$ cat src/cpps_pkg.sv
package cpps_pkg;

  localparam int CW    = 32;
  localparam int GW    = 31;
  localparam int NW    = CW + 1;
  localparam int PW    = CW + 2;
  localparam int DW    = PW + 1;
  localparam int AW    = DW + 1;
  localparam int SW    = 2 * AW;
  localparam int QW    = SW / 2;
  localparam int RW    = QW + 2;
  localparam int EW    = QW + 4;
  localparam int NDIV  = NW;
  localparam int NSQ   = AW;
  localparam int NPAIR = SW / 2;

  localparam logic [GW-1:0] GRID_SP_RST = GW'(65536);
  localparam logic signed [EW-1:0] CMAX = {{(EW-CW+1){1'b0}}, {(CW-1){1'b1}}};
  localparam logic signed [EW-1:0] CMIN = ~CMAX;

  typedef enum logic [1:0] {
    REG_GRID_ON = 2'd0,
    REG_GRID_SP = 2'd1,
    REG_ORTHO   = 2'd2,
    REG_POLAR   = 2'd3
  } reg_idx_t;

  typedef enum logic [2:0] {
    DIR_H = 3'b001,
    DIR_V = 3'b010,
    DIR_D = 3'b100
  } dir_t;

  typedef struct packed {
    logic signed [CW-1:0] cursor_x;
    logic signed [CW-1:0] cursor_y;
    logic                 has_object_snap;
    logic signed [CW-1:0] snap_x;
    logic signed [CW-1:0] snap_y;
    logic                 has_last_point;
    logic signed [CW-1:0] last_x;
    logic signed [CW-1:0] last_y;
  } in_t;

  typedef struct packed {
    logic signed [CW-1:0] result_x;
    logic signed [CW-1:0] result_y;
    logic                 saturated;
  } out_t;

  typedef struct packed {
    logic                 byp;
    logic                 has_last;
    logic signed [CW-1:0] lx;
    logic signed [CW-1:0] ly;
  } ctx_t;

  typedef struct packed {
    ctx_t                 ctx;
    logic                 gen;
    logic                 neg_x;
    logic                 neg_y;
    logic signed [PW-1:0] px;
    logic signed [PW-1:0] py;
    logic [NW-1:0]        nx;
    logic [NW-1:0]        ny;
    logic [CW-1:0]        rx;
    logic [CW-1:0]        ry;
  } grid_t;

  typedef struct packed {
    ctx_t                 ctx;
    logic signed [PW-1:0] px;
    logic signed [PW-1:0] py;
    logic                 sgx;
    logic                 sgy;
    logic                 xdom;
    logic [AW-1:0]        ax;
    logic [AW-1:0]        ay;
    logic [AW-1:0]        as;
    logic [SW-1:0]        accx;
    logic [SW-1:0]        accy;
    logic [SW-1:0]        accs;
  } sq_t;

  typedef struct packed {
    ctx_t                 ctx;
    logic signed [PW-1:0] px;
    logic signed [PW-1:0] py;
    logic                 sgx;
    logic                 sgy;
    logic                 xdom;
    dir_t                 dir;
    logic                 odd;
    logic [SW-1:0]        v;
    logic [QW-1:0]        q;
    logic [RW-1:0]        r;
  } rt_t;

endpackage

$ cat src/cpps_div_cell.sv
module cpps_div_cell import cpps_pkg::*; #(
  parameter int BIT = 0
) (
  input  logic          clk,
  input  logic          rst_n,
  input  logic          en,
  input  logic [CW-1:0] dvs,
  input  logic          vld_i,
  input  grid_t         d_i,
  output logic          vld_o,
  output grid_t         d_o
);

  logic  vld_r;
  grid_t d_r;
  grid_t d_nxt;

  function automatic logic [CW-1:0] rstep(input logic [CW-1:0] r, input logic [NW-1:0] n,
                                          input logic [CW-1:0] d);
    logic [CW:0] t;
    t = {r, n[BIT]};
    if (t >= {1'b0, d}) begin
      t = t - {1'b0, d};
    end
    return t[CW-1:0];
  endfunction

  always_comb begin
    d_nxt    = d_i;
    d_nxt.rx = rstep(d_i.rx, d_i.nx, dvs);
    d_nxt.ry = rstep(d_i.ry, d_i.ny, dvs);
  end

  always_ff @(posedge clk) begin
    if (!rst_n) begin
      vld_r <= 1'b0;
    end else if (en) begin
      vld_r <= vld_i;
    end
  end

  always_ff @(posedge clk) begin
    if (en) begin
      d_r <= d_nxt;
    end
  end

  assign vld_o = vld_r;
  assign d_o   = d_r;

endmodule

$ cat config.mk
export PLATFORM = sky130hd
export DESIGN_NAME = cpps_div_cell
export DESIGN_NICKNAME = d
export VERILOG_FILES = /design/src/cpps_pkg.sv /design/src/cpps_div_cell.sv
export SDC_FILE = /design/constraint.sdc
export NUM_CORES = 1
export LEC_CHECK = 0
export ABC_AREA = 1
export BUFFER_PORTS_ARGS = -buffer_cell sky130_fd_sc_hd__buf_2
export CORE_AREA = 4 4 218 220
export DETAILED_ROUTE_END_ITERATION = 16
export DIE_AREA = 0 0 222 224
export PLACE_DENSITY = 0.55
export SLEW_MARGIN = 20
export SYNTH_ARGS = -nofsm -noshare
export SYNTH_HDL_FRONTEND = slang
export SYNTH_SLANG_ARGS = --single-unit
$ cat constraint.sdc
create_clock -name clk -period 2.16 [get_ports clk]
set_clock_uncertainty 0.2 [all_clocks]
set_input_delay 0.324 -clock clk [delete_from_list [all_inputs] [get_ports clk]]
set_output_delay 0.324 -clock clk [all_outputs]
set_load 0.02 [all_outputs]
# After elaboration in Yosys (flattened, before gate mapping)
# Index checks and enable logic that the tools add are counted.
# W data, S select, Z words.
word_totals:
  wordCells: 20
  reg_bits: 268
  output_inout_bits: 268
  in_bits: 303
op_classes:
  muxes: 2
  n_addsub: 2
  order_cmp: 2
ops:
  columns: ["op", "n"]
  rows:
  - ["$ge A33 B32 Y1", 2]
  - ["$mux W32", 2]
  - ["$sub A32 B32 Y32", 2]

# Logic depth before layout (Yosys ltp)
depth:
  ltp_word: 2
  ltp_mapped: 15
  ltp_nobuf: 15

# Worst setup path after synthesis
# OpenSTA, ideal clock, no wires.
synth_path:
  path_type: "in2reg"
  startpoint: "in d_i[64] in the netlist's numbering"
  endpoint: "reg d_r, in the netlist d_o[16], data pin"
  setup_time_ns: 0.252
  n_path_buf: 0
  slack_ns: 0.000
  required_time_ns: 1.708
  stages: 13
  arrival_ns: 1.708
  path_cell_list: "inv_1 -> ha_1 -> inv_1 -> fa_1 -> nand3_1 -> nand3_1 -> nand2_1 -> nand3_1 -> nand2_1 -> nand2_1 -> xor2_1 -> nand2_1 -> nand2_1"
synth_lines:
  columns: ["element", "line_no", "source"]
  rows:
  - ["start: declaration", "cpps_div_cell.sv:9", "input grid_t d_i,"]
  - ["end signal: assignment", "cpps_div_cell.sv:44", "d_r <= d_nxt;"]
  - ["end: declaration", "cpps_div_cell.sv:15", "grid_t d_r;"]

==> results.cfg <==
[run_status]
outcome = finished, final reports clean

[setup_path]
cp.arrival_ns = 2.26
end_kind = flip-flop
path_class = input port to flip-flop
reg2reg_to = vld_o
timing.rr.start = vld_o
rrSetupSlack_ns = 0.74
startpoint = d_i[62]
reg2reg_depth = 3
crit_path_max_fanout = 19
cp.required_ns = 2.32
cp-start-kind = input port
critPathCapture = d_o[56]

[yosys]
synth_mux_area_share_pct = 0
synth-xor-area-share_pct = 1.85
synthSimpleGateAreaFrac_pct = 25.9
syn-cell-area_sq_um = 14200
seq_area_frac_synth_pct = 56.5
syn-num-nets = 1931
synth_cells = 1562
synth_compound_area_share_pct = 1.50
synth.distinct_cells = 32
ys_ff_latch = 268
synth_area_per_cell_sq_um = 9.10
synth_top_family_by_area = simple AND/OR/NAND/NOR gates
yosysWarnings = 0
synth_fa_ha_area_share_pct = 5.91

[place]
place_congestion = 0.939
dp_hpwl_um = 53000
port_buffers = 570

[power_and_ir_drop]
seqPwrFrac_pct = 40.2
swShare_pct = 31.4
vdd_drop_max_mv = 0.714
intPower_mw = 11.1
pwr-share-clk_pct = 31.8
p_switching_mw = 5.07
power_frac_comb_pct = 28.1
p_leak_nw = 12.0
p_total_mw = 16.2
powerDensity_nw_per_um2 = 688

[timing]
tns_ns = 0
finalCritPeriodShare_pct = 97.4
grt_setup_unrepaired = no
worst_pin_slew_ns = 0.356
slew_violations = 0
slew_headroom_pct = 76.1
max_freq_ghz = 0.476
min_period_ns = 2.10
finalSetupViolations = 0
hold_viol = 0

[routing]
drtIter0Drc = 982
vias = 14900
viasPerCell = 4.50
drtPass1Iterations = 5
routedWlPerCell_um = 20.0
wirelength_um = 66100
ant_nets = 0
drc = 0

[clocking]
cts.sinks = 268
worstSkewPairLatency_ns = 0.59
clockBufferDepth = 3
cts_max_level = 1
clkTransAtPathRegs_ns = 0.06
cts_made_buffers = 31
cts_tree = done
cts-root-buf = clkbuf_16
cts_setup_buffers = 0

[cells_and_area]
drive_gt1_share_pct = 34.4
nets = 3046
synthToLayoutAreaGrowth_pct = 65.3
final_common_cell = nand2_1
mostFrequentLayoutCells = nand2_1, buf_2, inv_1, dlygate4sd3_1, edfxtp_1

[global_routing]
grt_overflow = 0
grt_use_total_pct = 25.5
grt_pass1_wl_um = 96300
antenna_found_initial = 9
grt_max_degree = 61
grt_pass1_vias = 15200

[floorplan]
rows = 78
die_h_um = 224
dieArea_sq_um = 49700
start_util_pct = 31.4
die_width_um = 222
ios = 571
coreArea_sq_um = 45300

[flow_run]
maxCapViolCount = 0

[worst_hold_path]
holdPathStages = 4
hold_path_class = input port to flip-flop
## registers in the layout, indices dropped and copies added, names as in the netlist
register,cells
d_o,267
vld_o,1
## stage by stage
stage          hold slack [ns]  setup slack, ns  std cells  cell area (sq um)  util (%)
2_1_floorplan            0.217           0.0275       1562              14200         -
3_3_place_gp             0.300           -0.643       2976              19800      43.7
3_5_place_dp             0.302           -0.611       2976              19800      43.7
4_1_cts                 -0.147           0.0125       3298              23400      51.8
5_1_grt                 0.0134           0.0135       3301              23500      51.9
6_report               0.00448           0.0572       3303              23500      51.9
## cell usage after synthesis (all sizes together)
library cell / count / area, sq um
or2: 2 / 12.5
nand3b: 11 / 82.6
and2: 12 / 75.1
fa: 2 / 40.0
ha: 64 / 801
a21oi: 36 / 180
o21ai: 2 / 10.0
nand2: 597 / 2290
dfxtp: 1 / 20.0
a21o: 1 / 7.51
edfxtp: 267 / 8020
o21bai: 1 / 7.51
nor3b: 1 / 7.51
nor2: 88 / 375
nand4: 5 / 31.3
nand3: 126 / 696
inv: 280 / 1050
a211oi: 1 / 7.51
buf: 18 / 131
xor2: 30 / 263
nor3: 17 / 106
## worst max-delay path, cell delays in order
cell and delay [ns]:
dlygate4sd3_1 0.52, buf_2 0.14, ha_4 0.28, inv_1 0.05, nor2_1 0.09, nand2_1 0.08, buf_4 0.15, nor3_4 0.16
nand2_4 0.11, buf_12 0.16, nand3_1 0.11, nand2_1 0.06
## worst min-delay path by stage
stage	startpoint	to
6_report	d_i[32]	d_o[33]
5_1_grt	d_i[32]	d_o[33]
4_1_cts	d_i[32]	d_o[33]
3_5_place_dp	d_i[124]	d_o[124]
3_3_place_gp	d_i[74]	d_o[74]
2_1_floorplan	en	vld_o
## power by group through the flow
stage	Clock, mW	Sequential, mW	Combinational [mW]
floorplan	0	7.22	1.34
global placement	0	6.59	4.10
detailed placement	0	6.58	4.12
CTS	5.29	6.49	4.55
global route	5.47	6.53	4.91
finish	5.13	6.49	4.54
## cell type report
class	instances	area (sq um)
fillers	4345	21800
inverters	280	1050
clock inverters	18	170
clock buffers	37	798
diodes	4	10.0
multi-input cells	996	5030
repair buffers	1100	7650
flip-flops and latches	268	8040
well taps	600	751
## cells by family after synthesis
group / count (synthesis)
XOR/XNOR: 30
AND/OR/NAND/NOR: 859
adder cells (fa/ha/maj): 66
buffers and inverters: 298
flip-flops: 268
AO/OA/AOI/OAI: 41
## routing by layer
layer	global-route usage (%)	share of wire, %	wire [um]
met1	30.0	40	26100
met4	8.84	4.0	2630
met3	4.10	4.9	3250
met2	47.2	51	34000
met5	0	0.077	51
## what timing repair did
action	CTS	global route
setup endpoints to repair	0	33
endpoints found under the hold margin	283	1
gates resized for setup	0	8
hold buffers	267	1
(Power assumes the default switching activity.)
