$ cat config.mk
export PLATFORM = sky130hd
export DESIGN_NAME = cpps_sqrt_cell
export DESIGN_NICKNAME = d
export VERILOG_FILES = /design/src/cpps_pkg.sv /design/src/cpps_sqrt_cell.sv
export SDC_FILE = /design/constraint.sdc
export NUM_CORES = 1
export LEC_CHECK = 0
export BUFFER_PORTS_ARGS = -buffer_cell sky130_fd_sc_hd__clkbuf_2
export CAP_MARGIN = 10
export CORE_AREA = 2 2 226 228
export DETAILED_ROUTE_END_ITERATION = 12
export DIE_AREA = 0 0 228 230
export GPL_TIMING_DRIVEN = 0
export PLACE_DENSITY = 0.55
export SLEW_MARGIN = 0
export SYNTH_ARGS = -nofsm -noshare
export SYNTH_HDL_FRONTEND = slang
export SYNTH_SLANG_ARGS = --single-unit
$ cat constraint.sdc
create_clock -name clk -period 3.2 [get_ports clk]
set_input_delay 0.64 -clock clk [delete_from_list [all_inputs] [get_ports clk]]
set_output_delay 0.64 -clock clk [all_outputs]
set_load 0.005 [all_outputs]
$ cat src/cpps_pkg.sv
package cpps_pkg;

  localparam int CW    = 32;
  localparam int GW    = 31;
  localparam int NW    = CW + 1;
  localparam int PW    = CW + 2;
  localparam int DW    = PW + 1;
  localparam int AW    = DW + 1;
  localparam int SW    = 2 * AW;
  localparam int QW    = SW / 2;
  localparam int RW    = QW + 2;
  localparam int EW    = QW + 4;
  localparam int NDIV  = NW;
  localparam int NSQ   = AW;
  localparam int NPAIR = SW / 2;

  localparam logic [GW-1:0] GRID_SP_RST = GW'(65536);
  localparam logic signed [EW-1:0] CMAX = {{(EW-CW+1){1'b0}}, {(CW-1){1'b1}}};
  localparam logic signed [EW-1:0] CMIN = ~CMAX;

  typedef enum logic [1:0] {
    REG_GRID_ON = 2'd0,
    REG_GRID_SP = 2'd1,
    REG_ORTHO   = 2'd2,
    REG_POLAR   = 2'd3
  } reg_idx_t;

  typedef enum logic [2:0] {
    DIR_H = 3'b001,
    DIR_V = 3'b010,
    DIR_D = 3'b100
  } dir_t;

  typedef struct packed {
    logic signed [CW-1:0] cursor_x;
    logic signed [CW-1:0] cursor_y;
    logic                 has_object_snap;
    logic signed [CW-1:0] snap_x;
    logic signed [CW-1:0] snap_y;
    logic                 has_last_point;
    logic signed [CW-1:0] last_x;
    logic signed [CW-1:0] last_y;
  } in_t;

  typedef struct packed {
    logic signed [CW-1:0] result_x;
    logic signed [CW-1:0] result_y;
    logic                 saturated;
  } out_t;

  typedef struct packed {
    logic                 byp;
    logic                 has_last;
    logic signed [CW-1:0] lx;
    logic signed [CW-1:0] ly;
  } ctx_t;

  typedef struct packed {
    ctx_t                 ctx;
    logic                 gen;
    logic                 neg_x;
    logic                 neg_y;
    logic signed [PW-1:0] px;
    logic signed [PW-1:0] py;
    logic [NW-1:0]        nx;
    logic [NW-1:0]        ny;
    logic [CW-1:0]        rx;
    logic [CW-1:0]        ry;
  } grid_t;

  typedef struct packed {
    ctx_t                 ctx;
    logic signed [PW-1:0] px;
    logic signed [PW-1:0] py;
    logic                 sgx;
    logic                 sgy;
    logic                 xdom;
    logic [AW-1:0]        ax;
    logic [AW-1:0]        ay;
    logic [AW-1:0]        as;
    logic [SW-1:0]        accx;
    logic [SW-1:0]        accy;
    logic [SW-1:0]        accs;
  } sq_t;

  typedef struct packed {
    ctx_t                 ctx;
    logic signed [PW-1:0] px;
    logic signed [PW-1:0] py;
    logic                 sgx;
    logic                 sgy;
    logic                 xdom;
    dir_t                 dir;
    logic                 odd;
    logic [SW-1:0]        v;
    logic [QW-1:0]        q;
    logic [RW-1:0]        r;
  } rt_t;

endpackage

$ cat src/cpps_sqrt_cell.sv
module cpps_sqrt_cell import cpps_pkg::*; #(
  parameter int P = 0
) (
  input  logic clk,
  input  logic rst_n,
  input  logic en,
  input  logic vld_i,
  input  rt_t  d_i,
  output logic vld_o,
  output rt_t  d_o
);

  logic          vld_r;
  rt_t           d_r;
  rt_t           d_nxt;
  logic [RW+1:0] t;
  logic [RW+1:0] trial;

  always_comb begin
    d_nxt = d_i;
    t     = {d_i.r, d_i.v[2*P+1 -: 2]};
    trial = {2'b00, d_i.q, 2'b01};
    if (t >= trial) begin
      d_nxt.r = RW'(t - trial);
      d_nxt.q = {d_i.q[QW-2:0], 1'b1};
    end else begin
      d_nxt.r = t[RW-1:0];
      d_nxt.q = {d_i.q[QW-2:0], 1'b0};
    end
  end

  always_ff @(posedge clk) begin
    if (!rst_n) begin
      vld_r <= 1'b0;
    end else if (en) begin
      vld_r <= vld_i;
    end
  end

  always_ff @(posedge clk) begin
    if (en) begin
      d_r <= d_nxt;
    end
  end

  assign vld_o = vld_r;
  assign d_o   = d_r;

endmodule

After elaboration in Yosys (flattened, before gate mapping). Index checks and enable logic that the tools add are counted.

Register bits: 288. Input port bits: 291. Output and inout bits: 288.

Add/sub/neg operators: 1. Order comparisons: 1. Multiplexer cells: 1.

Operators with widths (number): 40-bit by 38-bit >= comparator with 1-bit output (1); 39-bit two-way mux (1); 38-bit subtractor (1).

Logic depth before layout (Yosys ltp). Gate-level depths: netlist (run 1).

Depth in word-level cells: 2. Mapped depth: 13. Depth with buffers taken out: 10.

Worst setup path after synthesis (run 1). OpenSTA, ideal clock, no wires.

Path type: input -> register. Start: in d_i[46] (netlist name). End: reg d_r (netlist bit d_o[10]), data pin. Library setup time: 0.262 ns. Arrival: 3.026 ns. Data required time: 2.938 ns. Path slack: -0.088 ns. Stages on the path: 13. Buffers on the path: 3. Cells stage by stage: inv_1 -> ha_1 -> buf_2 -> and4_1 -> o21ai_1 -> a311o_1 -> a2111oi_4 -> o21ai_2 -> and2_4 -> buf_6 -> inv_6 -> buf_8 -> mux2_1.

RTL lines: from (decl) (line cpps_sqrt_cell.sv:8) `input rt_t d_i,`; to (signal assigned) (line cpps_sqrt_cell.sv:42) `d_r <= d_nxt;`; to (decl) (line cpps_sqrt_cell.sv:14) `rt_t d_r;`.

==> results.toml, run 1 <==
[cts]
htree_levels = 2
clkTransAtPathRegs_ps = 60
clockBufferDepth = 3
insertion_delay_ps = 550
cts_tree = "yes"
cts.sinks = 288
numCtsBuffers = 37
postCtsHoldBufs = 0
cts-root-buf = "clkbuf_16"

[hold_path]
min_from = "d_i[127]"
holdPathEnd = "d_o[127]"
min_path_type = "in2reg"
hold_depth = 1

[sta]
setup_viol = 0
final.min_clock_period_ps = 3100
final-max-slew-violation-count = 0
rsz0062_at_grt = "false"
hold_violations = 0
relSlewSlack = 0.366
hold_ws_ps = 243
fin_skew_ps = 0
fmax_ghz = 0.322
tightest_slew_ps = 945
post-route-period-util = 0.970

[route]
drt-initial-drc-count = 526
dr.pass1.iters = 5
top_layer = "met5"
dr_wl_met2_um = 25400
dr_wl_met3_um = 3780
wl_per_cell_um = 23.2
wl_um = 47600
ant_nets = 0
vias = 8908
wl_met1_um = 17100
vias_per_cell = 4.33
drc = 0

[layout]
fin_cells = 2057
finalNetCount = 1679
drive_gt1_frac = 0.515
final_cell_mix = "577 x clkbuf_2, 287 x edfxtp_1, 45 x inv_1"
syn2layout_area_growth_pct = 46.4
final_common_cell = "clkbuf_2"
design_area_um2 = 17000

[floorplanning]
die_area_um2 = 52400
floorplan.initialDensity = 0.234
dieWidth_um = 228
io_pins = 579
core.rowCount = 82
die_h_um = 230
fp.coreArea_um2 = 49900

[place]
hpwl_um = 38200
io_buffers = 578
place_area_um2 = 15600
gp_congestion = 0.904
placed_cells = 1978

[logic_synthesis]
synth-simple-area-share = 0.0634
syn_inst = 725
synth_area_um2 = 11600
seq_area_frac_synth = 0.742
synth_fa_ha_area_frac = 0.0408
synthArstFlopShare = 0
ys_warn_count = 0
synth_top_family_by_area = "compound AO/OA/AOI/OAI gates"
synth.lib_cells_used.distinct = 64
yosys-mux-area-fraction = 0.0247
synth_ff_type = "edfxtp_1"
synth.avg_cell_area_um2 = 16.1
synth_compound_area_frac = 0.0854
synth_xor_area_frac = 0.0181
synth_nets = 1054
synth_seq_cells = 288
synth_edf_count = 287

[power_and_ir_drop]
power.switching_uw = 2700
p_leak_uw = 0.00740
p_int_uw = 7800
power_frac_seq = 0.443
swShare = 0.257
power_density_nw_per_um2 = 616
vdd_ir_drop_max_v = 0.000311
p_comb_frac = 0.140
power.share.clock = 0.417

[job]
drv_cap = 0

[grt]
grt_use_total = 0.175
grt_pass1_vias = 9048
grt_pass1_wl_um = 65500
antenna_found_initial = 12
grt_overflow = 0
grt_max_degree = 84

[critical_path]
r2r-start = "vld_o"
path_class = "in2reg"
r2r_cells = 2
critPathLaunch = "d_i[41]"
crit_path_end_kind = "register"
r2r-end = "vld_o"
cp.arrival_ps = 3400
path_max_fanout = 10
cp.required_ps = 3500
worst-r2r-setup-slack_ps = 2600
start_kind = "primary input"

[outcome]
outcome = "complete, no violations"
-- area by class of cell --
cell class,instances,area (um^2)
Antenna cell,6,15.0
Buffer,15,125
Clock buffer,41,941
Clock inverter,27,347
Fill cell,4971,32800
Inverter,49,201
Multi-Input combinational cell,371,2900
Sequential cell,288,8640
Tap cell,672,841
Timing Repair Buffer,588,3040
-- worst max-delay path, cell delays in order --
cell       delay, ps
clkbuf_2          90
inv_1             40
ha_2             360
nand3_1          130
o21bai_4         220
a311o_2          450
a2111oi_4        390
o21ai_4           90
and2_4           170
buf_6            150
inv_6            100
buf_12           160
mux2_2           380
-- metal layers --
layer / vias up / track usage
met5: - / 0
met4: 10 / 0.0586
met3: 79 / 0.0608
met2: 390 / 0.324
met1: 4365 / 0.185
li1: 4064 / -
-- sequential cells by signal, indices dropped and copies added (netlist names) --
name,cells
d_o,287
vld_o,1
-- worst max-delay path by stage --
| stage | slack (ps) | to | cells after the start |
|---|---|---|---|
| 4_1_cts | 10 | d_o[21] | 14 |
| 6_report | 100 | d_o[21] | 13 |
| 3_3_place_gp | -3450 | vld_o | 3 |
| 5_1_grt | 7 | d_o[23] | 14 |
| 3_5_place_dp | -1010 | d_o[21] | 13 |
| 2_1_floorplan | -20 | d_o[10] | 13 |
-- cells by family after synthesis --
kind of cell | after synthesis
AO/OA/AOI/OAI | 138
XOR/XNOR | 24
adder cells (fa/ha/maj) | 38
buffers and inverters | 66
flip-flops | 288
multiplexers | 26
AND/OR/NAND/NOR | 145
-- metrics by stage --
step | util | setup TNS (ps) | setup WS, ps | total power (uW)
5_1_grt | 0.342 | 0 | 7.28 | 10900
4_1_cts | 0.341 | 0 | 13.8 | 10700
6_report | 0.342 | 0 | 97.1 | 10500
3_3_place_gp | 0.312 | -987630 | -3450 | 6220
3_5_place_dp | 0.314 | -30690 | -1010 | 6200
2_1_floorplan | - | -302 | -20.4 | 5300
-- synthesized netlist by cell type, types with 3 or more instances --
library cell  instances  area share
mux2i_1               4      0.0034
nand2_1              34       0.011
o21bai_1             10      0.0064
nor2b_1               9      0.0048
ha_1                 38       0.041
nand4_1               3      0.0016
clkbuf_1              8      0.0026
nor3_1               14      0.0060
a21oi_1              42       0.018
edfxtp_1            287        0.74
a211oi_1              4      0.0026
and3b_1               3      0.0023
o211ai_1              4      0.0026
and3_1               13      0.0070
mux2_1               21       0.020
xor2_1               10      0.0075
xnor2_1              14       0.011
and4_1                4      0.0030
o21ai_0              13      0.0056
a31oi_1               4      0.0021
o31ai_1               8      0.0052
a21o_1                6      0.0039
a311oi_1              3      0.0023
nor4_1                4      0.0021
o21ai_1               6      0.0026
and2_1                4      0.0021
nor2_1               23      0.0074
nand3_1              26       0.011
or3_1                 3      0.0016
o31ai_2               6      0.0064
inv_1                48       0.015
o21a_1                6      0.0039
-- power groups by stage --
stage / Combinational (uW) / Clock, uW / Sequential (uW)
after global placement: 1460 / 0 / 4760
after global routing: 1600 / 4660 / 4680
final: 1470 / 4370 / 4650
after CTS: 1500 / 4530 / 4650
after detailed placement: 1480 / 0 / 4730
after floorplan: 539 / 0 / 4760
-- what timing repair did --
item                                    CTS  global route
gates resized for setup                   6             9
endpoints found under the setup margin   37            11
gates cloned                              0             0
setup buffers                             6             1
pin swaps                                 4             3
No activity file was read; power rests on OpenSTA's default activity.
==> inputs of run 2 (changes only) <==
Settings changed: PLACE_DENSITY 0.55 to default.
==> run 2 against run 1 <==
Net effect: fmax down 0.52%; non-clock buffer count down 3; global-route usage grew 0.10 points; utilization down 0.21 points; flip-flop and latch count did not move; count of clock-buffer cells in the layout increased by 3; critical path depth is 1 higher; critical path type unchanged; highest routed layer unchanged.
==> results.toml, run 2 (synthesized netlist as in run 1, its figures left out) <==
[route]
ant_nets = 0
vias = 8877
vias_per_cell = 4.34
drc = 0
wl_um = 48100
drt-initial-drc-count = 547
wl_per_cell_um = 23.5
dr.pass1.iters = 5

[sta]
fin_skew_ps = 0
hold_ws_ps = 270
fin_tns_setup_ps = 0
hold_violations = 0
tightest_slew_ps = 752
rsz0062_at_grt = "false"
post-route-period-util = 0.975
relSlewSlack = 0.499
setup_viol = 0
final.min_clock_period_ps = 3120
fmax_ghz = 0.321
final-max-slew-violation-count = 0

[layout]
syn2layout_area_growth_pct = 45.4
finalNetCount = 1675
fin_cells = 2046
final_cell_mix = "576 x clkbuf_2, 287 x edfxtp_1, 45 x inv_1"
largest_reg_flops = 287
drive_gt1_frac = 0.516
final_common_cell = "clkbuf_2"
num-fill-cells = 5002
fin_util = 0.340

[job]
drv_cap = 0

[grt]
grt_overflow = 0
grt_max_degree = 110
antenna_found_initial = 12
grt_pass1_vias = 8945
grt_use_met3 = 0.0593
use_met2 = 0.321
grt_pass1_wl_um = 65800
use_met1 = 0.196
grt_use_total = 0.176
grt_busiest_layer = "met2"

[cts]
clkTransAtPathRegs_ps = 60
cts_tree = "yes"
numCtsBuffers = 36
htree_levels = 2
postCtsHoldBufs = 0
insertion_delay_ps = 540
clockBufferDepth = 3
cts-root-buf = "clkbuf_16"
cts.sinks = 288

[place]
io_buffers = 578
hpwl_um = 38400
placed_cells = 1977
gp_congestion = 0.902

[power_and_ir_drop]
vdd_ir_drop_max_v = 0.000308
power_density_nw_per_um2 = 606
power.total_uw = 10300
p_leak_uw = 0.00733

[critical_path]
worst-r2r-setup-slack_ps = 2580
path_class = "in2reg"
cp.arrival_ps = 3380
crit_path_end_kind = "register"
path_max_fanout = 10
start_kind = "primary input"
cp.required_ps = 3470

[floorplanning]
io_pins = 579
fp.coreArea_um2 = 49900
die_area_um2 = 52400
core.rowCount = 82
die_h_um = 230
dieWidth_um = 228
floorplan.initialDensity = 0.234

[hold_path]
min_path_type = "in2reg"

[outcome]
outcome = "complete, no violations"
run 2: timing repair:
| action | CTS | global route |
|---|---|---|
| endpoints found under the setup margin | 37 | 27 |
| setup buffers | 5 | 1 |
| resized for setup | 7 | 18 |
| pin swaps | 4 | 3 |
run 2: per-stage QoR:
step	setup slack (ps)	instance area (um^2)
6_report	80.9	16900
5_1_grt	0.972	16900
4_1_cts	2.49	16800
3_5_place_dp	-1050	15600
3_3_place_gp	-3420	15500
2_1_floorplan	-20.4	11800
run 2: worst max-delay path, stage by stage:
cell and delay (ps):
buf_2 170, inv_12 40, ha_4 250, buf_6 130, and3_4 210, nand2b_4 80
a311o_2 380, a2111oi_4 410, o21ai_4 100, and2_4 170, buf_6 150, inv_6 100
buf_12 160, mux2_2 370
run 2: path summary, 6_finish.rpt:
check	cells after the start	endpoint	from
hold reg to reg	2	vld_o	vld_o
hold / removal	1	d_o[115]	d_i[115]
setup / recovery	14	d_o[26]	d_i[53]
setup reg to reg	2	vld_o	vld_o
run 2: layout make-up:
type	count	area [um^2]	share of cell area
clock buffer	44	952	0.0562
multi-input combinational	371	2950	0.174
timing repair buffer	586	3000	0.177
buffer	14	121	0.00717
antenna	2	5.00	0.000295
sequential	288	8640	0.510
tap	672	841	0.0496
inverter	49	201	0.0119
clock inverter	20	224	0.0132
run 2: metal layers:
layer	vias to the layer above	routed length (um)
met4	16	1150
met1	4381	18100
met2	363	25100
li1	4047	-
met5	-	109
met3	70	3740
run 2: where the power goes:
| group | switching [uW] | internal (uW) |
|---|---|---|
| Sequential | 99.3 | 4550 |
| Clock | 1680 | 2460 |
| Combinational | 814 | 667 |
| Total | 2590 | 7680 |
==> inputs of run 3 (changes only) <==
Settings changed: ABC_AREA from default to 1, CORE_AREA 2 2 226 228 to 2 2 225 227, DIE_AREA 0 0 228 230 to 0 0 227 229, GPL_TIMING_DRIVEN 0 to default.
==> run 3 against run 2 <==
Net effect: sequential power is essentially flat; global-route usage grew 2.5 points; critical path type unchanged; synthesized area grew 5.2%; critical path depth is the same; wire length grew 13%; setup slack gained 630 ps; combinational power is essentially flat.
==> results.toml, run 3 <==
[power_and_ir_drop]
p_leak_uw = 0.00818
vdd_ir_drop_max_v = 0.000301
power.total_uw = 9970
power_density_nw_per_um2 = 583

[route]
wl_per_cell_um = 23.0
wl_um = 54300
drt-initial-drc-count = 595
ant_nets = 0
vias = 9856
drc = 0
dr.pass1.iters = 6
vias_per_cell = 4.18

[logic_synthesis]
syn_inst = 1039
synth.most_common_cell = "nand2_1"
synth_area_um2 = 12200
synth_nets = 1368
synth.avg_cell_area_um2 = 11.8
synth_seq_cells = 288
synth_area_leader_cell = "edfxtp_1"
synth.top_cells.by_count = "325 x nand2_1, 287 x edfxtp_1, 154 x inv_1"
ys_warn_count = 0
synth.lib_cells_used.distinct = 33
synth_top_area_share = 0.704
seq_area_frac_synth = 0.705
synthArstFlopShare = 0
synth_area_leaders = "edfxtp_1 70%, nand2_1 10%, inv_1 4.7%"
synth_ff_type = "edfxtp_1"
synth_edf_count = 287

[cts]
clkTransAtPathRegs_ps = 60
cts.sinks = 288
insertion_delay_ps = 540
numCtsBuffers = 37
cts_tree = "yes"
cts-root-buf = "clkbuf_16"
cts_setup_buffers = 0
clockBufferDepth = 3
postCtsHoldBufs = 0
htree_levels = 2
cts_resized = 0

[sta]
fin_skew_ps = 0
tightest_slew_ps = 647
relSlewSlack = 0.565
post-route-period-util = 0.778
final-max-slew-violation-count = 0
fmax_ghz = 0.402
setup_viol = 0
hold_violations = 0
final.min_clock_period_ps = 2490
fin_tns_setup_ps = 0
rsz0062_at_grt = "false"

[layout]
largest_reg_flops = 287
syn2layout_area_growth_pct = 39.7
drive_gt1_frac = 0.400
final_cell_mix = "577 x clkbuf_2, 325 x nand2_1, 287 x edfxtp_1"
finalNetCount = 1984
fin_cells = 2357
num-fill-cells = 5180
final_common_cell = "clkbuf_2"
design_area_um2 = 17100

[floorplanning]
die_area_um2 = 52000
io_pins = 579
core.rowCount = 82
dieWidth_um = 227
die_h_um = 229
fp.coreArea_um2 = 49700
floorplan.initialDensity = 0.247

[grt]
grt_pass1_vias = 9995
grt_pass1_wl_um = 72500
grt_use_total = 0.201
grt_max_degree = 89
grt_overflow = 0
antenna_found_initial = 25

[critical_path]
crit_path_end_kind = "register"
start_kind = "primary input"
path_class = "in2reg"
path_max_fanout = 41
cp.arrival_ps = 2790
cp.required_ps = 3500

[job]
drv_cap = 0

[place]
io_buffers = 578
place_area_um2 = 16000
gp_congestion = 0.949
hpwl_um = 44600
placed_cells = 2288

[outcome]
outcome = "complete, no violations"

[hold_path]
min_path_type = "in2reg"
==> run 3: kinds of logic after synthesis <==
family	after synthesis	share of synthesized area
DFF	288	0.705
xor gates and xnor gates	22	0.0163
AOI/OAI and AO/OA	44	0.0194
buffers and inverters	165	0.0552
and+or+nand+nor	482	0.165
adders and majority gates	38	0.0388
==> run 3: routing by layer <==
metal / GRT usage / wire length (um) / vias to the layer above
li1: - / - / 4667
met1: 0.209 / 19300 / 4628
met2: 0.350 / 26900 / 387
met3: 0.0840 / 5180 / 132
met4: 0.0917 / 2630 / 42
met5: 0 / 275 / -
==> run 3: per-stage QoR <==
step            util  hold WS (ps)  worst slack, ps
5_1_grt        0.344           239              540
4_1_cts        0.344           235              688
2_1_floorplan      -           525              926
6_report       0.345           268              711
3_3_place_gp   0.322           522              136
3_5_place_dp   0.322           537             90.4
==> run 3: path summary, 6_finish.rpt <==
path,start,slack (ps),cells past startpoint,end
min,d_i[227],270,1,d_o[227]
min reg2reg,vld_o,550,2,vld_o
max,d_i[50],710,14,d_o[11]
max reg2reg,vld_o,2560,2,vld_o
==> run 3: worst max-delay path, cell delays in order <==
cell and delay, ps:
clkbuf_2 90, inv_1 50, ha_1 360, nand2_2 120
nor2_2 220, nand2_1 170, nor2_1 230, nand3_1 110
nand3_1 120, nor2_4 60, nand2_8 250, inv_8 170
nand2_1 100, nand2_1 50
==> run 3: area by class of cell <==
cell class,count,area [um^2],area share
Tap cell,672,841,0.0491
Clock inverter,21,133,0.00775
Antenna cell,3,7.51,0.000439
Inverter,158,601,0.0351
Clock buffer,45,956,0.0559
Multi-Input combinational cell,586,2940,0.172
Timing Repair Buffer,584,3000,0.175
Sequential cell,288,8640,0.505
==> run 3: report_power, final <==
group / internal [uW] / switching (uW) / total [uW]
Combinational: 564 / 904 / 1470
Sequential: 4550 / 123 / 4670
Clock: 2140 / 1690 / 3830
Total: 7260 / 2720 / 9970
