**src/cpps_pkg.sv**
```systemverilog
package cpps_pkg;

  localparam int CW    = 32;
  localparam int GW    = 31;
  localparam int NW    = CW + 1;
  localparam int PW    = CW + 2;
  localparam int DW    = PW + 1;
  localparam int AW    = DW + 1;
  localparam int SW    = 2 * AW;
  localparam int QW    = SW / 2;
  localparam int RW    = QW + 2;
  localparam int EW    = QW + 4;
  localparam int NDIV  = NW;
  localparam int NSQ   = AW;
  localparam int NPAIR = SW / 2;

  localparam logic [GW-1:0] GRID_SP_RST = GW'(65536);
  localparam logic signed [EW-1:0] CMAX = {{(EW-CW+1){1'b0}}, {(CW-1){1'b1}}};
  localparam logic signed [EW-1:0] CMIN = ~CMAX;

  typedef enum logic [1:0] {
    REG_GRID_ON = 2'd0,
    REG_GRID_SP = 2'd1,
    REG_ORTHO   = 2'd2,
    REG_POLAR   = 2'd3
  } reg_idx_t;

  typedef enum logic [2:0] {
    DIR_H = 3'b001,
    DIR_V = 3'b010,
    DIR_D = 3'b100
  } dir_t;

  typedef struct packed {
    logic signed [CW-1:0] cursor_x;
    logic signed [CW-1:0] cursor_y;
    logic                 has_object_snap;
    logic signed [CW-1:0] snap_x;
    logic signed [CW-1:0] snap_y;
    logic                 has_last_point;
    logic signed [CW-1:0] last_x;
    logic signed [CW-1:0] last_y;
  } in_t;

  typedef struct packed {
    logic signed [CW-1:0] result_x;
    logic signed [CW-1:0] result_y;
    logic                 saturated;
  } out_t;

  typedef struct packed {
    logic                 byp;
    logic                 has_last;
    logic signed [CW-1:0] lx;
    logic signed [CW-1:0] ly;
  } ctx_t;

  typedef struct packed {
    ctx_t                 ctx;
    logic                 gen;
    logic                 neg_x;
    logic                 neg_y;
    logic signed [PW-1:0] px;
    logic signed [PW-1:0] py;
    logic [NW-1:0]        nx;
    logic [NW-1:0]        ny;
    logic [CW-1:0]        rx;
    logic [CW-1:0]        ry;
  } grid_t;

  typedef struct packed {
    ctx_t                 ctx;
    logic signed [PW-1:0] px;
    logic signed [PW-1:0] py;
    logic                 sgx;
    logic                 sgy;
    logic                 xdom;
    logic [AW-1:0]        ax;
    logic [AW-1:0]        ay;
    logic [AW-1:0]        as;
    logic [SW-1:0]        accx;
    logic [SW-1:0]        accy;
    logic [SW-1:0]        accs;
  } sq_t;

  typedef struct packed {
    ctx_t                 ctx;
    logic signed [PW-1:0] px;
    logic signed [PW-1:0] py;
    logic                 sgx;
    logic                 sgy;
    logic                 xdom;
    dir_t                 dir;
    logic                 odd;
    logic [SW-1:0]        v;
    logic [QW-1:0]        q;
    logic [RW-1:0]        r;
  } rt_t;

endpackage

```
**src/cpps_sq_cell.sv**
```systemverilog
module cpps_sq_cell import cpps_pkg::*; #(
  parameter int BIT = 0
) (
  input  logic clk,
  input  logic rst_n,
  input  logic en,
  input  logic vld_i,
  input  sq_t  d_i,
  output logic vld_o,
  output sq_t  d_o
);

  logic vld_r;
  sq_t  d_r;
  sq_t  d_nxt;

  function automatic logic [SW-1:0] pp(input logic [AW-1:0] a);
    return a[BIT] ? (SW'(a) << BIT) : '0;
  endfunction

  always_comb begin
    d_nxt      = d_i;
    d_nxt.accx = d_i.accx + pp(d_i.ax);
    d_nxt.accy = d_i.accy + pp(d_i.ay);
    d_nxt.accs = d_i.accs + pp(d_i.as);
  end

  always_ff @(posedge clk) begin
    if (!rst_n) begin
      vld_r <= 1'b0;
    end else if (en) begin
      vld_r <= vld_i;
    end
  end

  always_ff @(posedge clk) begin
    if (en) begin
      d_r <= d_nxt;
    end
  end

  assign vld_o = vld_r;
  assign d_o   = d_r;

endmodule

```
**config.mk**
```make
export PLATFORM = sky130hd
export DESIGN_NAME = cpps_sq_cell
export DESIGN_NICKNAME = d
export VERILOG_FILES = /design/src/cpps_pkg.sv /design/src/cpps_sq_cell.sv
export SDC_FILE = /design/constraint.sdc
export NUM_CORES = 1
export LEC_CHECK = 0
export BUFFER_PORTS_ARGS = -buffer_cell sky130_fd_sc_hd__buf_2
export CORE_AREA = 2 2 358 360
export CTS_BUF_LIST = sky130_fd_sc_hd__clkbuf_16
export DETAILED_ROUTE_END_ITERATION = 16
export DIE_AREA = 0 0 360 362
export SYNTH_ARGS = -nofsm -noshare
export SYNTH_HDL_FRONTEND = slang
export SYNTH_SLANG_ARGS = --single-unit
```
**constraint.sdc**
```tcl
create_clock -name clk -period 5.3 [get_ports clk]
set_input_delay 0.795 -clock clk [delete_from_list [all_inputs] [get_ports clk]]
set_output_delay 0.795 -clock clk [all_outputs]
set_load 0.01 [all_outputs]
```
Yosys cells after proc, flatten, opt, wreduce, memory -nomap -nowiden
Index checks and enable logic that the tools add are counted.
{ "word_totals": {"register_bits": 462, "in_bits": 465, "word_cells": 22} }
{ "classes": {"add_sub_neg": 3, "n_mux": 3} }
{ "ops": {"columns": ["cell", "n"], "rows": [
  ["72-bit by 36-bit adder with 72-bit output", 3],
  ["36-bit 2-to-1 mux", 3]
]} }

Logic depth before layout (Yosys ltp)
Gate-level depths: netlist of run 1.
{ "depth": {"word_depth": 2, "mapped_depth": 14} }

Least setup slack after synthesis of run 1
No wires, ideal clock.
{ "synth_timing": {"path_kind": "input-to-reg", "from": "input port d_i[216] (netlist name)", "to": "register d_r (netlist bit d_o[42]), data pin", "arrival_time_ns": 3.331, "path_slack_ns": 1.703, "cell_stages": 12, "path_buffers": 2, "path_cell_list": "clkbuf_1 and2_1 ha_1 a21o_1 a221o_1 a21o_1 o2111ai_2 a21oi_2 a2111oi_4 buf_6 nor3_1 xor2_1"} }
{ "synth_rtl": {"columns": ["element", "line", "text"], "rows": [
  ["from (decl)", "cpps_sq_cell.sv:8", "input sq_t d_i,"],
  ["to (signal assigned)", "cpps_sq_cell.sv:38", "d_r <= d_nxt;"],
  ["to (decl)", "cpps_sq_cell.sv:14", "sq_t d_r;"]
]} }

==> flow_summary.ini, run 1 <==
[timing]
setup_viol = 0
rsz0062_at_grt = no
fin_crit_sh = 0.7318
finalCriticalPeriod_ns = 3.879
final-hold-violation-count = 0
report.final.slew_viol_count = 0
fin_worst_skew_ns = 0
finalSetupTns_ns = 0
tightest_slew_ns = 1.252
slew_headroom = 0.1652
fmax_ghz = 0.2578

[clocking]
numCtsBuffers = 59
cts_tree = done
post_cts_buffers = 0
root_buffer = clkbuf_16
cts_resized = 0
clockBufferDepth = 3
cts_max_level = 2
cts_hold_buffers = 0
path_clk_slew_ns = 0.07
clock_latency_ns = 0.67
cts_sinks = 462

[floorplanning]
die_area_mm2 = 0.1303
core-area_mm2 = 0.1267
io_pins = 927
die_h_um = 362
die-width_um = 360
core.rowCount = 131
initial_core_util = 0.1809

[layout]
fillCellCount = 13500
final_nets = 3288
register_area_mm2 = 0.01386
multi_input_area_mm2 = 0.008688
layout_common_cells = 925 x buf_2, 461 x edfxtp_1, 124 x a21oi_1, 120 x and2_1
drive_above_1_share = 0.3830
area_growth_pct = 37.32
mostFrequentLayoutCell = buf_2
final-instance-count-excl-fill = 4437

[setup_path]
worst_path_max_delay_cell = and4_1
r2r-start = vld_o$_SDFFE_PN0P_
r2r_cells = 2
worst_setup_path_start_kind = input pin
path_cells = buf_2 -> and2_1 -> ha_1 -> nand3_1 -> a21oi_1 -> o211ai_1 -> o21ai_1 -> a41o_1 -> and4_1 -> o2111ai_1 -> xnor2_1
path_delay_family = simple AND/OR/NAND/NOR gates
rrSetupSlack_ns = 4.71
crit_start = d_i[288]
cp.arrival_ns = 4.23
path_max_fanout = 37
max_stage_delay_ns = 1.01
worstSetupEndpoint = d_o[205]$_DFFE_PP_
worst-path-stages = 11
crit_buf_inv = 1
end_kind = flip-flop
cp.required_ns = 5.65
r2r_end = vld_o$_SDFFE_PN0P_
path_class = input pin to flip-flop

[synthesis]
ys_warn_count = 0
synth_top_cell_area_share = 0.6039
ys_seq_area_frac = 0.6047
syn_nets = 2351
ys_seq_elements = 462
synth_edf_count = 461
synth_top_area_cell = edfxtp_1
netlist_area_mm2 = 0.02292
ys_top_cells_by_area = edfxtp_1 60%, ha_1 5.9%, xor2_1 4.1%
yosysUniqueCellTypes = 75
synth-main-ff-cell = edfxtp_1
async_flop_share = 0
syn_inst = 1775
synth_area_per_cell_um2 = 12.92

[min_path]
holdCritPathClass = input pin to flip-flop

[detailed_routing]
routed-via-count = 19040
via_per_inst = 4.291
dr.pass1.iters = 5
routed_wl_um = 112200
wl_per_cell_um = 25.30
drc = 0
antenna_left = 0
drt_iter0_markers = 1619

[power]
power.density_mw_per_mm2 = 335.5
seqPwrFrac = 0.432
power_switching_mw = 3.166
p_comb_frac = 0.182
leakage_nw = 13.12
total_power_mw = 10.56
switching_share = 0.2998
internal_power_mw = 7.396
peakVddDrop_mv = 0.2818
clkPwrFrac = 0.386

[global_routing]
antenna_found_initial = 55
grt_pass1_vias = 18940
grt_max_degree = 121
grt_pass1_wl_um = 149600
grt-ovfl-total = 0
track_usage = 0.1637

[placed_design]
place.gp.congestion = 0.9014
dp_hpwl_um = 93390
io_buffers = 926
dp.cells = 4313

[outcome]
status = complete, no violations

[run]
cap_violations = 0
==> cell families after synthesis <==
kind of cell               count (synthesis)  synth area share
muxes                                      1         0.0004367
xor gates and xnor gates                 206           0.07870
adders and majority gates                111           0.06157
AOI/OAI and AO/OA                        371            0.1109
DFF                                      462            0.6047
buffers and inverters                     87           0.01637
and+or+nand+nor                          537            0.1273
==> through the flow <==
step	worst slack (ns)	hold slack (ns)	utilization	instance area, um^2
floorplan	1.703	0.5383	-	22920
global placement	0.7038	0.4945	0.2328	29500
detailed placement	0.7630	0.5205	0.2328	29500
CTS	1.503	0.1830	0.2482	31440
global route	1.184	0.2075	0.2483	31460
finish	1.421	0.2687	0.2485	31480
==> worst min path at each step <==
stage                             startpoint                  to  slack (ns)  depth (start not counted)
after floorplan           vld_o$_SDFFE_PN0P_  vld_o$_SDFFE_PN0P_        0.54                          2
after global placement    vld_o$_SDFFE_PN0P_  vld_o$_SDFFE_PN0P_        0.49                          2
after detailed placement  vld_o$_SDFFE_PN0P_  vld_o$_SDFFE_PN0P_        0.52                          2
after CTS                           d_i[442]  d_o[442]$_DFFE_PP_        0.18                          1
after global routing                d_i[436]  d_o[436]$_DFFE_PP_        0.21                          1
final                               d_i[409]  d_o[409]$_DFFE_PP_        0.27                          1
==> cell usage after synthesis (all sizes together), types with 13 or more instances <==
| cell type | number |
|---|---|
| nor2 | 69 |
| a31oi | 17 |
| a21o | 50 |
| nor3 | 31 |
| inv | 27 |
| and2 | 120 |
| nand3 | 53 |
| and3 | 43 |
| o21ai | 70 |
| o21bai | 19 |
| a21oi | 125 |
| xnor2 | 98 |
| nand4 | 50 |
| xor2 | 108 |
| nand2 | 106 |
| nor4 | 13 |
| ha | 108 |
| buf | 19 |
| clkbuf | 41 |
| edfxtp | 461 |
==> power by group through the flow <==
stage,Clock (mW),Sequential (mW),Combinational [mW]
detailed placement,0,4.64,1.98
floorplan,0,4.81,0.652
finish,4.07,4.57,1.92
global route,4.31,4.60,2.08
CTS,4.21,4.58,1.99
global placement,0,4.64,1.99
==> routing by layer <==
layer / vias to the layer above / global-route usage / share of wire / wire [um]
li1: 8633 / - / - / -
met3: 196 / 0.05573 / 0.088 / 9892
met4: 56 / 0.06879 / 0.045 / 5055
met5: - / 0 / 0.0032 / 354
met1: 9201 / 0.1539 / 0.32 / 35930
met2: 955 / 0.3189 / 0.54 / 61010
==> final cells by class <==
type | instances | area share
inverter | 27 | 0.003220
clock buffer | 59 | 0.04690
antenna | 15 | 0.001192
clock inverter | 50 | 0.01471
multi-input combinational | 1226 | 0.2760
timing repair buffer | 936 | 0.1515
sequential | 462 | 0.4404
tap | 1662 | 0.06606
==> state kept, by name (all words and copies together), names as in the netlist <==
register,count
d_o,461
vld_o,1
(Power assumes the default switching activity.)
==> run 2, diff against run 1 <==
Settings changed: CORE_AREA 2 2 358 360 to 2 2 361 363, DIE_AREA 0 0 360 362 to 0 0 363 365.
Clock period 5.3 ns to 3.7 ns, I/O delays scaled along.
==> flow_summary.ini, run 2 (same netlist as run 1, synthesis figures left out) <==
[floorplanning]
core.rowCount = 132
die-width_um = 363
die_h_um = 365
initial_core_util = 0.1782
io_pins = 927
core-area_mm2 = 0.1287
die_area_mm2 = 0.1325

[detailed_routing]
drt_iter0_markers = 1349
dr.pass1.iters = 7
antenna_left = 0
routed_wl_um = 106400
routed-via-count = 19730
drc = 0
via_per_inst = 4.207
wl_per_cell_um = 22.68

[setup_path]
crit_buf_inv = 4
rrSetupSlack_ns = 3.10
max_stage_delay_ns = 0.53
path_cells = dlygate4sd3_1 -> buf_2 -> and2_1 -> ha_1 -> nand2_1 -> nor3_1 -> buf_4 -> nand2_1 -> and3_1 -> a21oi_2 -> a2111oi_4 -> buf_12 -> nor4b_1 -> xor2_1
path_max_fanout = 18
worst_setup_path_start_kind = input pin
crit_path_frequent_cell = nand2_1
r2r_end = vld_o$_SDFFE_PN0P_
worst_path_max_delay_cell = dlygate4sd3_1
path_delay_family = simple AND/OR/NAND/NOR gates
r2r_cells = 2
path_class = input pin to flip-flop
cp.required_ns = 4.11
cp.arrival_ns = 3.66
end_kind = flip-flop
r2r-start = vld_o$_SDFFE_PN0P_

[layout]
layout_common_cells = 925 x buf_2, 461 x edfxtp_1, 124 x a21oi_1, 124 x buf_4, 123 x dlygate4sd3_1
final-instance-count-excl-fill = 4690
fin_util = 0.2623
drive_above_1_share = 0.3927
fillCellCount = 13520
mostFrequentLayoutCell = buf_2
register_area_mm2 = 0.01386
area_growth_pct = 47.23
multi_input_area_mm2 = 0.008688
final_nets = 3536
largest_reg_flops = 461

[placed_design]
io_buffers = 926
place.gp.congestion = 0.9058
dp.cells = 4455
dpl_worst_slack_ns = -0.1131
dp_hpwl_um = 87250

[power]
power.density_mw_per_mm2 = 450.9
peakVddDrop_mv = 0.3813
leakage_nw = 14.30

[clocking]
cts_resized = 0
root_buffer = clkbuf_16
clock_latency_ns = 0.62
cts_sinks = 462
cts_tree = done
clockBufferDepth = 3
cts_max_level = 2
path_clk_slew_ns = 0.06
numCtsBuffers = 55

[timing]
tightest_slew_ns = 0.7647
setup_slack_ns = 0.4507
final-hold-violation-count = 0
rsz0062_at_grt = no
slew_headroom = 0.4837
report.final.slew_viol_count = 0
finalSetupTns_ns = 0
finalCriticalPeriod_ns = 3.249
fin_worst_skew_ns = 0
fmax_ghz = 0.3078
fin_crit_sh = 0.8782
setup_viol = 0

[global_routing]
track_usage = 0.1512
antenna_found_initial = 29
grt_pass1_wl_um = 143100
gr-max-usage-layer = met2
grt-ovfl-total = 0
grtUsageMet1 = 0.1526
grtUsageMet2 = 0.2858
grt_max_degree = 95
met3_usage = 0.04854
grt_pass1_vias = 19930

[min_path]
holdCritPathClass = input pin to flip-flop
worstHoldPathCells = 1
min_from = d_i[415]
hold_path_end = d_o[415]$_DFFE_PP_

[outcome]
status = complete, no violations

[run]
cap_violations = 0
[run 2: cell count changes in the layout (fill, tap and decap cells not counted), moves of 4 or more]
cell,previous run,this run
buf_12,4,15
diode_2,15,10
clkinv_1,12,8
buf_4,6,124
clkbuf_16,59,55
dlygate4sd3_1,0,123
[run 2: area by class of cell]
cell class,instances,share of cell area
Multi-Input combinational cell,1226,0.2574
Clock inverter,47,0.01464
Antenna cell,10,0.0007414
Sequential cell,462,0.4108
Timing Repair Buffer,1188,0.2106
Inverter,27,0.003003
Clock buffer,55,0.04078
Tap cell,1675,0.06209
[run 2: worst max path at each step]
stage	start	end	slack, ns	depth (start not counted)
global route	d_i[288]	d_o[213]$_DFFE_PP_	0.35	12
detailed placement	d_i[216]	d_o[64]$_DFFE_PP_	-0.11	12
CTS	d_i[237]	d_o[64]$_DFFE_PP_	0.52	14
finish	d_i[237]	d_o[64]$_DFFE_PP_	0.45	14
floorplan	d_i[216]	d_o[42]$_DFFE_PP_	0.34	12
global placement	d_i[216]	d_o[64]$_DFFE_PP_	-0.11	12
[run 2: routing by layer]
metal,wire length (um),vias to the layer above
met3,9368,185
met1,36360,9487
met5,129,-
met2,56240,930
met4,4268,20
li1,-,9109
[run 2: per-stage QoR]
stage          total power, mW  cell area (um^2)  hold slack (ns)
2_1_floorplan            7.828             22920           0.5383
3_3_place_gp             9.572             30620           0.4927
3_5_place_dp             9.578             30620           0.5122
4_1_cts                  15.49             33730         0.001256
5_1_grt                  15.89             33740         0.009411
6_report                 15.22             33750          0.07640
[run 2: report_power, final]
part           switching [mW]  leakage [nW]  internal [mW]
Combinational            1.79          8.85           1.22
Clock                    2.50         0.930           3.18
Sequential              0.157          4.52           6.37
[run 2: what timing repair did]
action | 4_1_cts | 5_1_grt
hold buffers | 123 | 0
hold endpoints to repair | 123 | 0
buffers inserted | 0 | 0
==> run 3, diff against run 2 <==
Settings changed: CORE_AREA 2 2 361 363 to 2 2 358 360, DIE_AREA 0 0 363 365 to 0 0 360 362, PLACE_DENSITY from default to 0.48.
==> flow_summary.ini, run 3 (same netlist as run 1, synthesis figures left out) <==
[clocking]
path_clk_slew_ns = 0.06
clockBufferDepth = 3
numCtsBuffers = 57
cts_tree = done
clock_latency_ns = 0.67
cts_sinks = 462
cts_max_level = 2
cts_resized = 0
root_buffer = clkbuf_16

[floorplanning]
die_area_mm2 = 0.1303
core-area_mm2 = 0.1267
die_h_um = 362
die-width_um = 360
io_pins = 927
initial_core_util = 0.1809
core.rowCount = 131

[placed_design]
dp_hpwl_um = 91560
io_buffers = 926
dpl_worst_slack_ns = -0.06901
dp.cells = 4469
dpl_cell_area_mm2 = 0.03081
place.gp.congestion = 0.9100

[run]
cap_violations = 0

[layout]
register_area_mm2 = 0.01386
fillCellCount = 13440
area_growth_pct = 48.48
largest_reg_flops = 461
fin_util = 0.2686
layout_common_cells = 925 x buf_2, 461 x edfxtp_1, 151 x buf_4, 137 x dlygate4sd3_1, 124 x a21oi_1
drive_above_1_share = 0.3944
final_nets = 3579
fin_area_mm2 = 0.03404
final-instance-count-excl-fill = 4718
mostFrequentLayoutCell = buf_2
multi_input_area_mm2 = 0.008688

[detailed_routing]
drt_iter0_markers = 1700
dr.pass1.iters = 6
drc = 0
antenna_left = 0
wl_per_cell_um = 23.42
routed-via-count = 19820
via_per_inst = 4.200
routed_wl_um = 110500

[global_routing]
grt_max_degree = 77
grt_pass1_wl_um = 150100
track_usage = 0.1615
grt-ovfl-total = 0
grt_pass1_vias = 20170
antenna_found_initial = 30

[timing]
report.final.slew_viol_count = 0
fin_crit_sh = 0.9051
tightest_slew_ns = 0.7487
fmax_ghz = 0.2986
whs_ns = 0.07484
rsz0062_at_grt = no
fin_worst_skew_ns = 0
slew_headroom = 0.4945
setup_viol = 0
finalCriticalPeriod_ns = 3.349
setup_slack_ns = 0.3513
final-hold-violation-count = 0

[power]
peakVddDrop_mv = 0.3824
power.density_mw_per_mm2 = 445.7
leakage_nw = 14.47

[min_path]
holdCritPathClass = input pin to flip-flop
min_from = d_i[277]

[setup_path]
end_kind = flip-flop
crit_start = d_i[275]
r2r-start = vld_o$_SDFFE_PN0P_
worst_setup_path_start_kind = input pin
cp.required_ns = 4.12
path_class = input pin to flip-flop
rrSetupSlack_ns = 3.08
cp.arrival_ns = 3.77
path_max_fanout = 17

[outcome]
status = complete, no violations
run 3: area by class of cell:
type / instances / share of cell area
Inverter: 27 / 0.002978
Antenna cell: 6 / 0.0004411
Multi-Input combinational cell: 1226 / 0.2553
Timing Repair Buffer: 1229 / 0.2189
Clock buffer: 57 / 0.04191
Tap cell: 1662 / 0.06109
Clock inverter: 49 / 0.01217
Sequential cell: 462 / 0.4073
run 3: worst paths after layout:
check                            end  cells after the start
setup / recovery  d_o[129]$_DFFE_PP_                     13
hold / removal    d_o[277]$_DFFE_PP_                      1
setup reg to reg  vld_o$_SDFFE_PN0P_                      2
hold reg to reg   vld_o$_SDFFE_PN0P_                      2
run 3: power breakdown:
part           internal (mW)  leakage, nW  switching (mW)
clock                   3.09        0.921            2.46
sequential              6.38         4.52           0.176
combinational           1.25         9.03            1.81
run 3: repair_timing:
item,in CTS,in global routing
hold buffers,137,0
setup buffers,0,0
hold endpoints to repair,137,0
run 3: layer usage:
| layer | vias up | wire length [um] | GRT usage |
|---|---|---|---|
| li1 | 9189 | - | - |
| met1 | 9531 | 38350 | 0.1634 |
| met2 | 899 | 58870 | 0.3089 |
| met3 | 161 | 8894 | 0.05031 |
| met4 | 36 | 4127 | 0.05726 |
| met5 | - | 235 | 0 |
run 3: metrics by stage:
step | power [mW] | setup TNS (ns)
finish | 15.17 | 0
global route | 15.84 | 0
CTS | 15.46 | 0
detailed placement | 9.647 | -0.1960
global placement | 9.660 | -0.1428
floorplan | 7.828 | 0
run 3: worst max-delay path: stages:
cell,delay [ns]
dlygate4sd3_1,0.56
buf_2,0.14
and2_1,0.16
ha_1,0.30
nand2_2,0.11
nor2_1,0.17
nand3_1,0.14
or4_1,0.55
o21ai_2,0.32
o211ai_4,0.12
buf_12,0.18
a2111oi_4,0.35
xor2_1,0.11
